$ cat src/rtl/assert_macros.svh
// Assertion helpers shared by the RTL.
`ifndef ASSERT_MACROS_SVH
`define ASSERT_MACROS_SVH

// Checked on every rising edge of aclk while aresetn is high.
`define ASSERT_CLK(label, prop, msg) \
    label: assert property (@(posedge aclk) disable iff (!aresetn) (prop)) else $error(msg);

// Checked on every rising edge of aclk, reset included.
`define ASSERT_ALWAYS(label, prop, msg) \
    label: assert property (@(posedge aclk) (prop)) else $error(msg);

`endif

$ cat src/rtl/cbm_pkg.sv
package cbm_pkg;

    // Access kinds carried on the input tuser.
    typedef enum logic [1:0] {
        CMD_CPU_READ    = 2'd0,
        CMD_CPU_WRITE   = 2'd1,
        CMD_VIDEO_READ  = 2'd2,
        CMD_VIDEO_WRITE = 2'd3
    } cmd_t;

    // Target memories carried on the output tuser.
    typedef enum logic [2:0] {
        TGT_NONE     = 3'd0,
        TGT_PRG_ROM  = 3'd1,
        TGT_CHR_ROM  = 3'd2,
        TGT_CIRAM    = 3'd3,
        TGT_CART_RAM = 3'd4
    } target_t;

    // Configuration register indexes.
    typedef enum logic [1:0] {
        CFG_BOARD_REV   = 2'd0,
        CFG_VERT_MIRROR = 2'd1,
        CFG_CART_RAM    = 2'd2,
        CFG_UNUSED      = 2'd3
    } cfg_index_t;

    // Board revisions with special behavior; all others act as the base board.
    localparam logic [2:0] REV_CHR_NT   = 3'd1;
    localparam logic [2:0] REV_2K_CHR   = 3'd3;
    localparam logic [2:0] REV_LATCH_NT = 3'd4;

    // Fixed program banks for the upper half of program space.
    localparam logic [3:0] PRG_FIXED_LO = 4'he;
    localparam logic [3:0] PRG_FIXED_HI = 4'hf;

    // Register write decode: address under mask 0xe001.
    localparam logic [15:0] REG_MASK   = 16'he001;
    localparam logic [15:0] REG_SELECT = 16'h8000;
    localparam logic [15:0] REG_LOAD   = 16'h8001;

    localparam int ADDR_W    = 16;
    localparam int DATA_W    = 8;
    localparam int MAP_W     = 17;
    localparam int S_TDATA_W = 24;
    localparam int M_TDATA_W = 24;
    localparam int CHR_BANKS = 6;
    localparam int CFG_DATA_W = 3;

    // Board configuration as one group.
    typedef struct packed {
        logic [2:0] board_revision;
        logic       vertical_mirroring;
        logic       has_cart_ram;
    } cfg_t;

endpackage

$ cat src/rtl/cartridge_bank_mapper.sv
// Channel    | Direction | Beat contents
// -----------+-----------+-----------------------------------------------------
// s_axis     | in        | tuser: command; tdata: bus_address, write_data
// m_axis     | out       | tuser: target; tdata: mapped_address
// cfg        | in        | cfg_index (register number), cfg_data (value)
//
// One access enters per cycle while m_axis is not stalled; its result leaves through
// the input register, then the result register, so throughput is one beat a cycle.
// The translation between the two registers is a bank lookup and an address
// merge over the small bank register file.
// aresetn is synchronous and active low; it clears the banks and configuration.
// An m_axis stall holds both stages; s_axis_tready drops only if both are then full.
`include "assert_macros.svh"

module cartridge_bank_mapper (
    input  logic                             aclk,
    input  logic                             aresetn,
    // Input access stream.
    input  logic                             s_axis_tvalid,
    output logic                             s_axis_tready,
    input  logic [1:0]                       s_axis_tuser,   // [1:0] command
    input  logic [cbm_pkg::S_TDATA_W-1:0]    s_axis_tdata,   // [15:0] bus_address,
                                                             // [23:16] write_data
    // Result stream.
    output logic                             m_axis_tvalid,
    input  logic                             m_axis_tready,
    output logic [2:0]                       m_axis_tuser,   // [2:0] target
    output logic [cbm_pkg::M_TDATA_W-1:0]    m_axis_tdata,   // [16:0] mapped_address,
                                                             // [23:17] zero
    // Configuration writes.
    input  logic                             cfg_valid,
    output logic                             cfg_ready,
    input  logic [1:0]                       cfg_index,
    input  logic [cbm_pkg::CFG_DATA_W-1:0]   cfg_data
);
    import cbm_pkg::*;

    // Pipeline control.
    logic                  in_valid_reg;
    logic                  out_valid_reg;
    logic                  advance;

    // Input stage payload.
    cmd_t                  in_cmd_reg;
    logic [ADDR_W-1:0]     in_addr_reg;
    logic [DATA_W-1:0]     in_data_reg;

    // Result stage payload.
    target_t               out_target_reg;
    logic [MAP_W-1:0]      out_addr_reg;
    target_t               target_next;
    logic [MAP_W-1:0]      map_next;

    // Mapper state.
    cfg_t                  cfg_reg;
    logic [2:0]            reg_select_reg;
    logic [2:0]            reg_select_next;
    logic [3:0]            prg_bank_reg [2];
    logic [3:0]            prg_bank_next [2];
    logic [5:0]            chr_bank_reg [CHR_BANKS];
    logic [5:0]            chr_bank_next [CHR_BANKS];
    logic                  nt_latch_reg;
    logic                  nt_latch_next;

    // The input stage moves on whenever the result register is free or emptying.
    assign advance       = in_valid_reg && (!out_valid_reg || m_axis_tready);
    assign s_axis_tready = !in_valid_reg || advance;
    assign cfg_ready     = 1'b1;

    assign m_axis_tvalid = out_valid_reg;
    assign m_axis_tuser  = out_target_reg;
    assign m_axis_tdata  = {{(M_TDATA_W - MAP_W){1'b0}}, out_addr_reg};

    // Input register.
    always_ff @(posedge aclk) begin
        if (!aresetn) begin
            in_valid_reg <= 1'b0;
        end else if (s_axis_tready) begin
            in_valid_reg <= s_axis_tvalid;
        end
        if (s_axis_tvalid && s_axis_tready) begin
            in_cmd_reg  <= cmd_t'(s_axis_tuser);
            in_addr_reg <= s_axis_tdata[ADDR_W-1:0];
            in_data_reg <= s_axis_tdata[ADDR_W +: DATA_W];
        end
    end

    // Translation and register updates for the access in the input stage.
    always_comb begin
        logic [13:0] v;
        logic [2:0]  slot_idx;
        logic [3:0]  bank;
        logic [5:0]  nt_bank;

        v        = in_addr_reg[13:0];
        slot_idx = 3'd0;
        bank     = 4'd0;
        nt_bank  = 6'd0;

        target_next     = TGT_NONE;
        map_next        = '0;
        reg_select_next = reg_select_reg;
        prg_bank_next   = prg_bank_reg;
        chr_bank_next   = chr_bank_reg;
        nt_latch_next   = nt_latch_reg;

        unique case (in_cmd_reg)
            CMD_CPU_READ: begin
                // Program space: two switchable banks, then the two fixed banks.
                if (in_addr_reg[15]) begin
                    unique case (in_addr_reg[14:13])
                        2'd0:    bank = prg_bank_reg[0];
                        2'd1:    bank = prg_bank_reg[1];
                        2'd2:    bank = PRG_FIXED_LO;
                        default: bank = PRG_FIXED_HI;
                    endcase
                    target_next = TGT_PRG_ROM;
                    map_next    = {bank, in_addr_reg[12:0]};
                end
            end
            CMD_CPU_WRITE: begin
                // Any write in the upper half latches data bit 6.
                if (in_addr_reg[15]) begin
                    nt_latch_next = in_data_reg[6];
                end
                if ((in_addr_reg & REG_MASK) == REG_SELECT) begin
                    reg_select_next = in_data_reg[2:0];
                end else if ((in_addr_reg & REG_MASK) == REG_LOAD) begin
                    unique case (reg_select_reg)
                        3'd0:    chr_bank_next[0] = in_data_reg[6:1];
                        3'd1:    chr_bank_next[1] = in_data_reg[6:1];
                        3'd2:    chr_bank_next[2] = in_data_reg[5:0];
                        3'd3:    chr_bank_next[3] = in_data_reg[5:0];
                        3'd4:    chr_bank_next[4] = in_data_reg[5:0];
                        3'd5:    chr_bank_next[5] = in_data_reg[5:0];
                        3'd6:    prg_bank_next[0] = in_data_reg[3:0];
                        default: prg_bank_next[1] = in_data_reg[3:0];
                    endcase
                end
            end
            default: begin
                if (v[13]) begin
                    // Nametable space.
                    if (!cfg_reg.has_cart_ram) begin
                        target_next = TGT_CIRAM;
                        if (cfg_reg.board_revision == REV_CHR_NT) begin
                            nt_bank  = v[11] ? chr_bank_reg[1] : chr_bank_reg[0];
                            map_next = {6'd0, nt_bank[4], v[9:0]};
                        end else if (cfg_reg.board_revision == REV_LATCH_NT) begin
                            map_next = {6'd0, nt_latch_reg, v[9:0]};
                        end else if (cfg_reg.vertical_mirroring) begin
                            map_next = {6'd0, v[10], v[9:0]};
                        end else begin
                            map_next = {6'd0, v[11], v[9:0]};
                        end
                    end else if (v[11]) begin
                        target_next = TGT_CART_RAM;
                        map_next    = {6'd0, v[10:0]};
                    end else begin
                        target_next = TGT_CIRAM;
                        map_next    = {6'd0, v[10:0]};
                    end
                end else if (in_cmd_reg == CMD_VIDEO_READ) begin
                    // Character space; video writes to it go nowhere.
                    target_next = TGT_CHR_ROM;
                    if (cfg_reg.board_revision == REV_2K_CHR) begin
                        slot_idx = {1'b0, v[12:11]} + 3'd2;
                        map_next = {chr_bank_reg[slot_idx], v[10:0]};
                    end else if (!v[12]) begin
                        map_next = {v[11] ? chr_bank_reg[1] : chr_bank_reg[0], v[10:0]};
                    end else begin
                        slot_idx = {1'b0, v[11:10]} + 3'd2;
                        map_next = {1'b1, chr_bank_reg[slot_idx], v[9:0]};
                    end
                end
            end
        endcase
    end

    // Result register and mapper state.
    always_ff @(posedge aclk) begin
        if (!aresetn) begin
            out_valid_reg  <= 1'b0;
            cfg_reg        <= '0;
            reg_select_reg <= '0;
            prg_bank_reg   <= '{default: '0};
            chr_bank_reg   <= '{default: '0};
            nt_latch_reg   <= 1'b0;
        end else begin
            if (advance) begin
                out_valid_reg  <= 1'b1;
                reg_select_reg <= reg_select_next;
                prg_bank_reg   <= prg_bank_next;
                chr_bank_reg   <= chr_bank_next;
                nt_latch_reg   <= nt_latch_next;
            end else if (m_axis_tready) begin
                out_valid_reg <= 1'b0;
            end
            if (cfg_valid && cfg_ready) begin
                unique case (cfg_index_t'(cfg_index))
                    CFG_BOARD_REV:   cfg_reg.board_revision     <= cfg_data;
                    CFG_VERT_MIRROR: cfg_reg.vertical_mirroring <= cfg_data[0];
                    CFG_CART_RAM:    cfg_reg.has_cart_ram       <= cfg_data[0];
                    default:         ;
                endcase
            end
        end
        if (advance) begin
            out_target_reg <= target_next;
            out_addr_reg   <= map_next;
        end
    end

    // A result with no target carries a zero address.
    `ASSERT_CLK(a_none_zero_addr, (out_valid_reg && out_target_reg == TGT_NONE) |-> (out_addr_reg == '0), "target none with nonzero address")
    // A CPU write never produces a memory target.
    `ASSERT_CLK(a_write_no_target, (advance && in_cmd_reg == CMD_CPU_WRITE) |=> (out_target_reg == TGT_NONE), "cpu write produced a target")
    // Both stages full and stalled means no new beat is taken.
    `ASSERT_CLK(a_full_backpressure, (in_valid_reg && out_valid_reg && !m_axis_tready) |-> !s_axis_tready, "input accepted while pipeline full")
    // Reset leaves no result pending.
    `ASSERT_ALWAYS(a_reset_clears, !$past(aresetn) |-> !m_axis_tvalid, "result valid right after reset")

endmodule
$ cat config.mk
export PLATFORM = sky130hd
export DESIGN_NAME = cartridge_bank_mapper
export DESIGN_NICKNAME = d
export VERILOG_FILES = /design/src/rtl/cbm_pkg.sv /design/src/rtl/cartridge_bank_mapper.sv
export VERILOG_INCLUDE_DIRS = /design/src /design/src/rtl
export SDC_FILE = /design/constraint.sdc
export NUM_CORES = 1
export LEC_CHECK = 0
export BUFFER_PORTS_ARGS = -buffer_cell sky130_fd_sc_hd__buf_2
export CORE_MARGIN = 4
export CORE_UTILIZATION = 30
export CTS_BUF_LIST = sky130_fd_sc_hd__clkbuf_4
export DETAILED_ROUTE_END_ITERATION = 7
export HOLD_SLACK_MARGIN = 0.15
export PLACE_DENSITY = 0.44
export SLEW_MARGIN = 5
export SYNTH_ARGS = -nofsm -noshare
export SYNTH_HDL_FRONTEND = slang
export SYNTH_SLANG_ARGS = --single-unit
$ cat constraint.sdc
create_clock -name aclk -period 5 [get_ports aclk]
set_input_delay 0 -clock aclk [delete_from_list [all_inputs] [get_ports aclk]]
set_output_delay 0 -clock aclk [all_outputs]
set_load 0.1 [all_outputs]
* After elaboration in Yosys (flattened, before gate mapping)
Cells that the tools add are included.
** Word-level totals
- Bits in registers :: 100
- Output and inout port bits :: 30
- Logic and storage cells :: 96
** Cells by class
- Add/subtract/negate cells :: 2
- $lt $le $gt $ge :: 2
- Eq/ne operators :: 17
- Mux-type cells :: 26
- Bitwise logic cells :: 4
- Reductions and logical operators :: 25
** Operator list (count)
- 2-to-1 mux 17 bit :: 6
- AND reduction 5 bit :: 8
- binary-select mux 6 bit (select 3 bit) :: 2
- case mux 17 bit (2 select lines) :: 1
- 2-to-1 mux 11 bit :: 3
- 2-to-1 mux 6 bit :: 5
- == test 3 bit, second input constant :: 4
- case mux 4 bit (3 select lines) :: 1
- == test 3 x 2 -> 1 bit, second input constant :: 3
- 2-to-1 mux 3 bit :: 3
- == test 4 bit, second input constant :: 2
- >= comparator 4 bit, second input constant :: 2
- NOT 3 -> 4 bit :: 2
- OR reduction 7 bit :: 1
- adder 2 x 2 -> 3 bit, second input constant :: 2
- == test 2 x 1 -> 1 bit, second input constant :: 3
- == test 2 bit, second input constant :: 3
- == test 3 x 1 -> 1 bit, second input constant :: 2
- zero test 2 bit :: 3
- case mux 3 bit (2 select lines) :: 1
- AND reduction 2 bit :: 3
- AND reduction 3 bit :: 2
- zero test 3 bit :: 1
- 2-to-1 mux 1 bit :: 3
- other kinds (6) :: 10

* Longest topological paths before layout
Gate-level depths: netlist (run 1).
- Word-level depth :: 10
- Depth in mapped cells :: 6

* Worst setup path after synthesis (run 1)
OpenSTA, ideal clock, no wires.
- Path kind :: reg-to-reg
- From :: register out_valid_reg, in the netlist m_axis_tvalid
- To :: register in_addr_reg[0], enable pin
- Setup time :: 367 ps
- Arrival :: 2489 ps
- Path slack :: 2144 ps
- Cell stages (with the launch flop) :: 4
- Buffers on the path :: 0
- Clock period less this slack :: 2856 ps
- Path through :: dfxtp_1 -> nor2b_1 -> nand2_1 -> and2_1
** Between the ends
- Word-level cells in the longest chain between the ends :: 5
** Ends and longest elaborated chain
- start, declared :: line cartridge_bank_mapper.sv:40 : logic out_valid_reg;
- start signal, assigned :: line cartridge_bank_mapper.sv:183 : out_valid_reg <= 1'b0;
- start signal, assigned :: line cartridge_bank_mapper.sv:191 : out_valid_reg <= 1'b1;
- start signal, assigned :: line cartridge_bank_mapper.sv:197 : out_valid_reg <= 1'b0;
- zero test 1 bit :: line cartridge_bank_mapper.sv:66 : assign advance = in_valid_reg && (!out_valid_reg || m_axis_tready);
- logical OR 1 bit :: line cartridge_bank_mapper.sv:66
- logical AND 1 bit :: line cartridge_bank_mapper.sv:66
- logical OR 1 bit :: line cartridge_bank_mapper.sv:67 : assign s_axis_tready = !in_valid_reg || advance;
- net s_axis_tready :: line cartridge_bank_mapper.sv:20 : output logic s_axis_tready,
- logical AND 1 bit :: line cartridge_bank_mapper.sv:81 : if (s_axis_tvalid && s_axis_tready) begin
- end signal, assigned :: line cartridge_bank_mapper.sv:83 : in_addr_reg <= s_axis_tdata[ADDR_W-1:0];
- end, declared :: line cartridge_bank_mapper.sv:45 : logic [ADDR_W-1:0] in_addr_reg;
The timed path passes the listed nets, and every way through them passes these cells.
A chain may end at the register's enable or synchronous reset.

* Worst setup path in the final report (run 1)
- From :: register in_addr_reg[13]
- To :: register chr_bank_reg[14] (netlist name)
** Between the ends
- Word-level cells in the longest chain between the ends :: 3
- Elaborated cells on any way between the ends :: 4
- Those cells by class :: eq/ne (2); bitwise (1); reduce/logical (1)
** Ends and longest elaborated chain
- == test 4 bit :: line cartridge_bank_mapper.sv:126 : if ((in_addr_reg & REG_MASK) == REG_SELECT) begin
- NOT 1 bit (no source line)
- AND reduction 5 bit (no source line) *
- end signal, assigned :: line cartridge_bank_mapper.sv:194 : chr_bank_reg <= chr_bank_next;
- end, declared :: line cartridge_bank_mapper.sv:60 : logic [5:0] chr_bank_reg [CHR_BANKS];
Every way passes the cells marked *; elsewhere a longest branch is shown, timed or not.

==> metrics.cfg, run 1 <==
[run_status]
status=completed

[clock_tree]
cts.path.max_buffers=2
clock_sinks=100
clk_latency_ps=480
numCtsBuffers=9
cts_tree=built
h-tree-depth=3
clockRootBuffer=clkbuf_4
cts.repair.resized=0
cts_setup_buffers=0
clk_pin_slew_worst_paths_ps=160

[logic_synthesis]
synth_top_cell_area_share_pct=29.3
synth-edff-count=45
synth.area.top_cells=edfxtp_1, dfxtp_1, nand3_1
synthFlopType=dfxtp_1
syn_area_per_cell_um2=11.1
seq_area_frac_synth_pct=53.3
ys_warn_count=0
synth-async-reset-ratio_pct=0
yosysTopAreaCell=edfxtp_1
syn_area_um2=4600
synth_cell_types=48
syn_inst=415
synth-seq-cells=100

[floorplanning]
die_h_um=132
initial_utilization_pct=30.4
die_area_um2=17400
rows=45
pin_count=66
core_um2=15100
die_w_um=132

[detailed_routing]
wl_per_cell_um=17.8
drtIter0Drc=215
vias=3467
drc=0
vias_per_cell=5.07
first_pass_iters=4
routed_wl_mm=12.2
final_antenna_net_count=0

[sta]
holdWs_ps=208
hold_viol_final=0
max_slew.worst_pin.slew_ps=1050
fin_tns_setup_ps=0
fin_crit_sh_pct=48.7
setup_violations=0
fin_skew_ps=20.1
period_needed_ps=2440
finalMaxSlewViolations=0
fin_ws_ps=2560
fmax_ghz=0.411
max_slew_margin_pct=29.5
rsz0062_at_grt=false

[global_route]
grt_antenna_before_repair=1
grt_max_degree=56
grt.total_usage_pct=14.4
grt_pass1_wl_mm=19.3
grt_pass1_vias=3355
gr-total-overflow=0

[layout]
area_growth_pct=18.8
final_nets=526
fin_area_um2=5470
largest_reg_flops=36
drive_gt1_share_pct=19.2

[worst_setup_path]
crit_slowest_cell=nand4_1
end_kind=flip-flop
worst-path-stages=4
critPathTopFamily=simple AND/OR/NAND/NOR gates
crit_fanout=24
r2r_slack_ps=2560
cpPeakStageDelay_ps=830
critical_path_required_ps=5380
start_kind=flip-flop
worst-path-buf-inv=0
reg2reg_depth=4
critPathArrivalTime_ps=2810
crit_chain=nor3_1 > nand4_1 > o21ai_0 > a21boi_0
worstSetupPathType=reg -> reg

[worst_hold_path]
whs_path_depth=2
min_path_type=in -> reg

[placement]
pre_cts_ws_ps=2620
place_congestion=0.767
dp_hpwl_mm=7.83
placed_cell_area_um2=4930
port_buffers=56

[power]
peakVddDrop_uv=108
power_per_cell_area_nw_per_um2=278
total_leakage_power_nw=1.99

[job]
drv_cap=0

-- layer usage --
| layer | wire length, µm | track usage (%) |
|---|---|---|
| met4 | 274 | 5.25 |
| met3 | 727 | 4.16 |
| met5 | 0 | 0 |
| met1 | 5630 | 19.0 |
| met2 | 5530 | 22.4 |
-- power by group --
part | internal, mW | total, mW | leakage (nW) | switching, mW
Combinational | 0.0591 | 0.191 | 1.05 | 0.132
Clock | 0.149 | 0.426 | 0.0639 | 0.277
Sequential | 0.880 | 0.902 | 0.884 | 0.0219
-- final timing paths --
kind,start,end
worst min-delay path,s_axis_tdata[20],in_data_reg[4]$_DFFE_PP_
worst max-delay path,in_addr_reg[13]$_DFFE_PP_,chr_bank_reg[14]$_SDFFE_PN0P_
worst min register to register,prg_bank_reg[4]$_SDFFE_PN0P_,prg_bank_reg[4]$_SDFFE_PN0P_
worst max register to register,in_addr_reg[13]$_DFFE_PP_,chr_bank_reg[14]$_SDFFE_PN0P_
-- repair_timing --
item,4_1_cts,5_1_grt
hold buffers,40,0
setup endpoints to repair,0,0
hold endpoints to repair,72,0
-- stage by stage --
step	power (mW)	instances	util [%]
final	1.52	684	36.1
after floorplan	1.05	421	-
after CTS	1.54	683	36.1
after detailed placement	1.09	627	32.6
after global placement	1.09	627	32.6
after global routing	1.59	684	36.1
-- synthesized netlist by cell type (all sizes together), types with 2 or more instances --
cell and count:
a22oi 2, o21ai 50, nand2b 2, conb 2
dfxtp 55, nor3 2, inv 5, a21oi 4
o211ai 4, nor2 5, and2 14, and3b 3
nor3b 5, nand4 4, edfxtp 45, mux2i 16
nand2 16, nand3 51, clkbuf 18, mux2 5
nor2b 10, a21boi 45, mux4 11, buf 22
and4 2, nand3b 4
-- final cells by class --
class                           count  area (µm²)
Multi-Input combinational cell    276        1930
Antenna cell                        1        2.50
Fill cell                        1494        9680
Tap cell                          188         235
Timing Repair Buffer               98         696
Inverter                            5        18.8
Sequential cell                   100        2450
Clock inverter                      7        67.6
Clock buffer                        9        67.6
-- layout by cell type, fill, tap and decap left out, types with 3 or more instances in the layout --
| master | n |
|---|---|
| clkbuf_4 | 9 |
| mux2_2 | 5 |
| nand3_1 | 51 |
| nand2_1 | 16 |
| inv_1 | 5 |
| dlygate4sd3_1 | 40 |
| and2_1 | 14 |
| nor3b_1 | 4 |
| edfxtp_1 | 45 |
| clkinvlp_4 | 3 |
| mux4_2 | 8 |
| nor2_1 | 4 |
| nand3b_1 | 3 |
| conb_1 | 8 |
| buf_2 | 56 |
| mux2i_1 | 16 |
| nand4_1 | 4 |
| o21ai_0 | 50 |
| o211ai_1 | 4 |
| a21boi_1 | 16 |
| a21oi_1 | 4 |
| a21boi_0 | 29 |
| dfxtp_1 | 55 |
| nor2b_1 | 10 |
| mux4_1 | 3 |
-- kinds of logic (layout without fill, tap and decap cells) --
group	after synthesis	count (layout)	synth area share, %
buffers and inverters	45	119	5.46
AOI/OAI and AO/OA	112	112	15.4
other	2	9	0.163
and+or+nand+nor	123	123	15.2
muxes	32	32	10.3
xor gates and xnor gates	1	1	0.190
DFF	100	100	53.3
No activity file was read; power rests on OpenSTA's default activity.
==> run 2: changes to the inputs <==
--- a/config.mk
+++ b/config.mk
@@ -12,7 +12,7 @@
 export CTS_BUF_LIST = sky130_fd_sc_hd__clkbuf_4
 export DETAILED_ROUTE_END_ITERATION = 7
 export HOLD_SLACK_MARGIN = 0.15
-export PLACE_DENSITY = 0.44
+export PLACE_DENSITY = 0.46
 export SLEW_MARGIN = 5
 export SYNTH_ARGS = -nofsm -noshare
 export SYNTH_HDL_FRONTEND = slang
==> constraint.sdc (replaced) <==
create_clock -name aclk -period 1.97 [get_ports aclk]
set_input_delay 0 -clock aclk [delete_from_list [all_inputs] [get_ports aclk]]
set_output_delay 0 -clock aclk [all_outputs]
set_load 0.1 [all_outputs]
==> run 2 against run 1 <==
Compared with the run above: sequential share of layout area shrank 0.77 points; flip-flop and latch count did not move; critical path depth did not move; global-route usage fell by 0.45 points; clock skew up 0.95 ps; clock power grew to 2.6 times the previous value; via count shrank 0.61%; wire length is 1.1% lower; final cell count is 1.5% higher; critical path type unchanged; largest power group unchanged; highest routed layer unchanged.
==> metrics.cfg, run 2 (synthesis results as in run 1) <==
[worst_hold_path]
min-delay-start=s_axis_tdata[22]  ; was s_axis_tdata[20]
hold_path_end=in_data_reg[6]$_DFFE_PP_  ; was in_data_reg[4]$_DFFE_PP_
min_path_type=in -> reg  ; unchanged
whs_path_depth=2  ; unchanged

[floorplanning]
pin_count=66  ; unchanged
core_um2=15100  ; unchanged
die_h_um=132  ; unchanged
initial_utilization_pct=30.4  ; unchanged
rows=45  ; unchanged
die_area_um2=17400  ; unchanged
die_w_um=132  ; unchanged

[layout]
final_cell_mix=buf_2, dfxtp_1, nand3_1  ; unchanged
n_antenna_cell=0  ; was 1
fin_area_um2=5570  ; was 5470 µm²
largest_reg_flops=36  ; unchanged
area_growth_pct=21.1  ; was 18.8%
final_nets=537  ; was 526
final_common_cell=buf_2  ; unchanged
drive_gt1_share_pct=20.9  ; was 19.2%

[worst_setup_path]
start_kind=flip-flop  ; unchanged
r2r_slack_ps=130  ; was 2560 ps
critical_path_required_ps=2420  ; was 5380 ps
r2r_end=cfg_reg[4]$_SDFFE_PN0P_  ; was chr_bank_reg[14]$_SDFFE_PN0P_
crit_fanout=6  ; was 24
critPathArrivalTime_ps=2280  ; was 2810 ps
worstSetupPathType=reg -> reg  ; unchanged
reg2reg_from=cfg_reg[4]$_SDFFE_PN0P_  ; was in_addr_reg[13]$_DFFE_PP_
end_kind=flip-flop  ; unchanged
reg2reg_depth=4  ; unchanged

[sta]
fin_skew_ps=21.0  ; was 20.1 ps
setup_violations=0  ; unchanged
max_slew.worst_pin.slew_ps=850  ; was 1050 ps
fmax_ghz=0.544  ; was 0.411 GHz
fin_tns_setup_ps=0  ; unchanged
max_slew_margin_pct=43.3  ; was 29.5%
fin_crit_sh_pct=93.3  ; was 48.7%
hold_viol_final=0  ; unchanged
finalMaxSlewViolations=0  ; unchanged
period_needed_ps=1840  ; was 2440 ps
rsz0062_at_grt=false  ; unchanged

[clock_tree]
cts_tree=built  ; unchanged
cts_hold_buf=41  ; was 40
clk_latency_ps=490  ; was 480 ps
clock_sinks=100  ; unchanged
cts.repair.resized=0  ; unchanged
clk_pin_slew_worst_paths_ps=170  ; was 160 ps
numCtsBuffers=9  ; unchanged
cts_setup_buffers=0  ; unchanged
h-tree-depth=3  ; unchanged
clockRootBuffer=clkbuf_4  ; unchanged
cts.path.max_buffers=2  ; unchanged

[power]
peakVddDrop_uv=250  ; was 108 µV
total_leakage_power_nw=2.07  ; was 1.99 nW
power_per_cell_area_nw_per_um2=695  ; was 278 nW/µm²

[detailed_routing]
wl_per_cell_um=17.3  ; was 17.8 µm
drtIter0Drc=181  ; was 215
vias_per_cell=4.97  ; was 5.07
final_antenna_net_count=0  ; unchanged
vias=3446  ; was 3467
drc=0  ; unchanged
routed_wl_mm=12.0  ; was 12.2 mm
first_pass_iters=5  ; was 4

[global_route]
gr-total-overflow=0  ; unchanged
use_met3_pct=2.67  ; was 4.16%
met1_usage_pct=19.0  ; about the same
grt_max_degree=56  ; unchanged
grt_pass1_wl_mm=18.9  ; was 19.3 mm
busiest_layer=met2  ; unchanged
grt.total_usage_pct=13.9  ; was 14.4%
grt_antenna_before_repair=0  ; was 1
grt_pass1_vias=3374  ; was 3355
grt.met2_usage_pct=22.0  ; was 22.4%

[placement]
place_congestion=0.798  ; was 0.767
dp_hpwl_mm=8.08  ; was 7.83 mm
placed_cell_area_um2=5030  ; was 4930 µm²
port_buffers=56  ; unchanged

[job]
drv_cap=0  ; unchanged

[run_status]
status=completed  ; unchanged

==> run 2: cell type report <==
class / count / area [µm²]
fill: 1509 / 9570
sequential: 100 / 2460
multi-input combinational: 276 / 1930
timing repair buffer: 109 / 806
tap: 188 / 235
clock buffer: 9 / 67.6
clock inverter: 7 / 63.8
inverter: 5 / 18.8
==> run 2: worst max-delay path: stages, from the launching register on <==
cell	delay [ps]
dfxtp_1	470
mux2i_1	100
dlygate4sd3_1	570
nor2b_1	110
dlygate4sd3_1	560
==> run 2: report_power, final <==
group	leakage (nW)	switching, mW	internal, mW
logic	1.11	0.331	0.157
registers	0.885	0.0598	2.23
clock network	0.0742	0.801	0.294
total	2.07	1.19	2.68
==> run 2: how the worst max path moves through the flow <==
stage / start / endpoint / slack, ps / cells past startpoint
floorplan: m_axis_tvalid$_SDFFE_PN0P_ / in_addr_reg[0]$_DFFE_PP_ / 30 / 3
global placement: in_addr_reg[10]$_DFFE_PP_ / out_addr_reg[14]$_DFFE_PN_ / 190 / 3
detailed placement: in_addr_reg[10]$_DFFE_PP_ / out_addr_reg[14]$_DFFE_PN_ / 190 / 3
CTS: in_addr_reg[10]$_DFFE_PP_ / out_addr_reg[14]$_DFFE_PN_ / 160 / 3
global route: cfg_reg[4]$_SDFFE_PN0P_ / cfg_reg[4]$_SDFFE_PN0P_ / 40 / 4
finish: cfg_reg[4]$_SDFFE_PN0P_ / cfg_reg[4]$_SDFFE_PN0P_ / 130 / 4
==> run 2: per-stage QoR <==
step / util (%) / hold slack [ps] / power [mW] / setup WS, ps / cells
after floorplan: - / 98.9 / 2.67 / 28.8 / 421
after global placement: 33.2 / 179 / 2.77 / 190 / 637
after detailed placement: 33.2 / 178 / 2.77 / 187 / 637
after CTS: 36.8 / 153 / 3.93 / 160 / 694
after global routing: 36.8 / 161 / 4.04 / 40.6 / 694
final: 36.8 / 199 / 3.88 / 133 / 694
==> run 2: routing by layer <==
layer / part of all wire [%] / wire (µm)
met1: 49 / 5860
met2: 46 / 5510
met3: 3.9 / 475
met4: 1.5 / 184
met5: 0 / 0
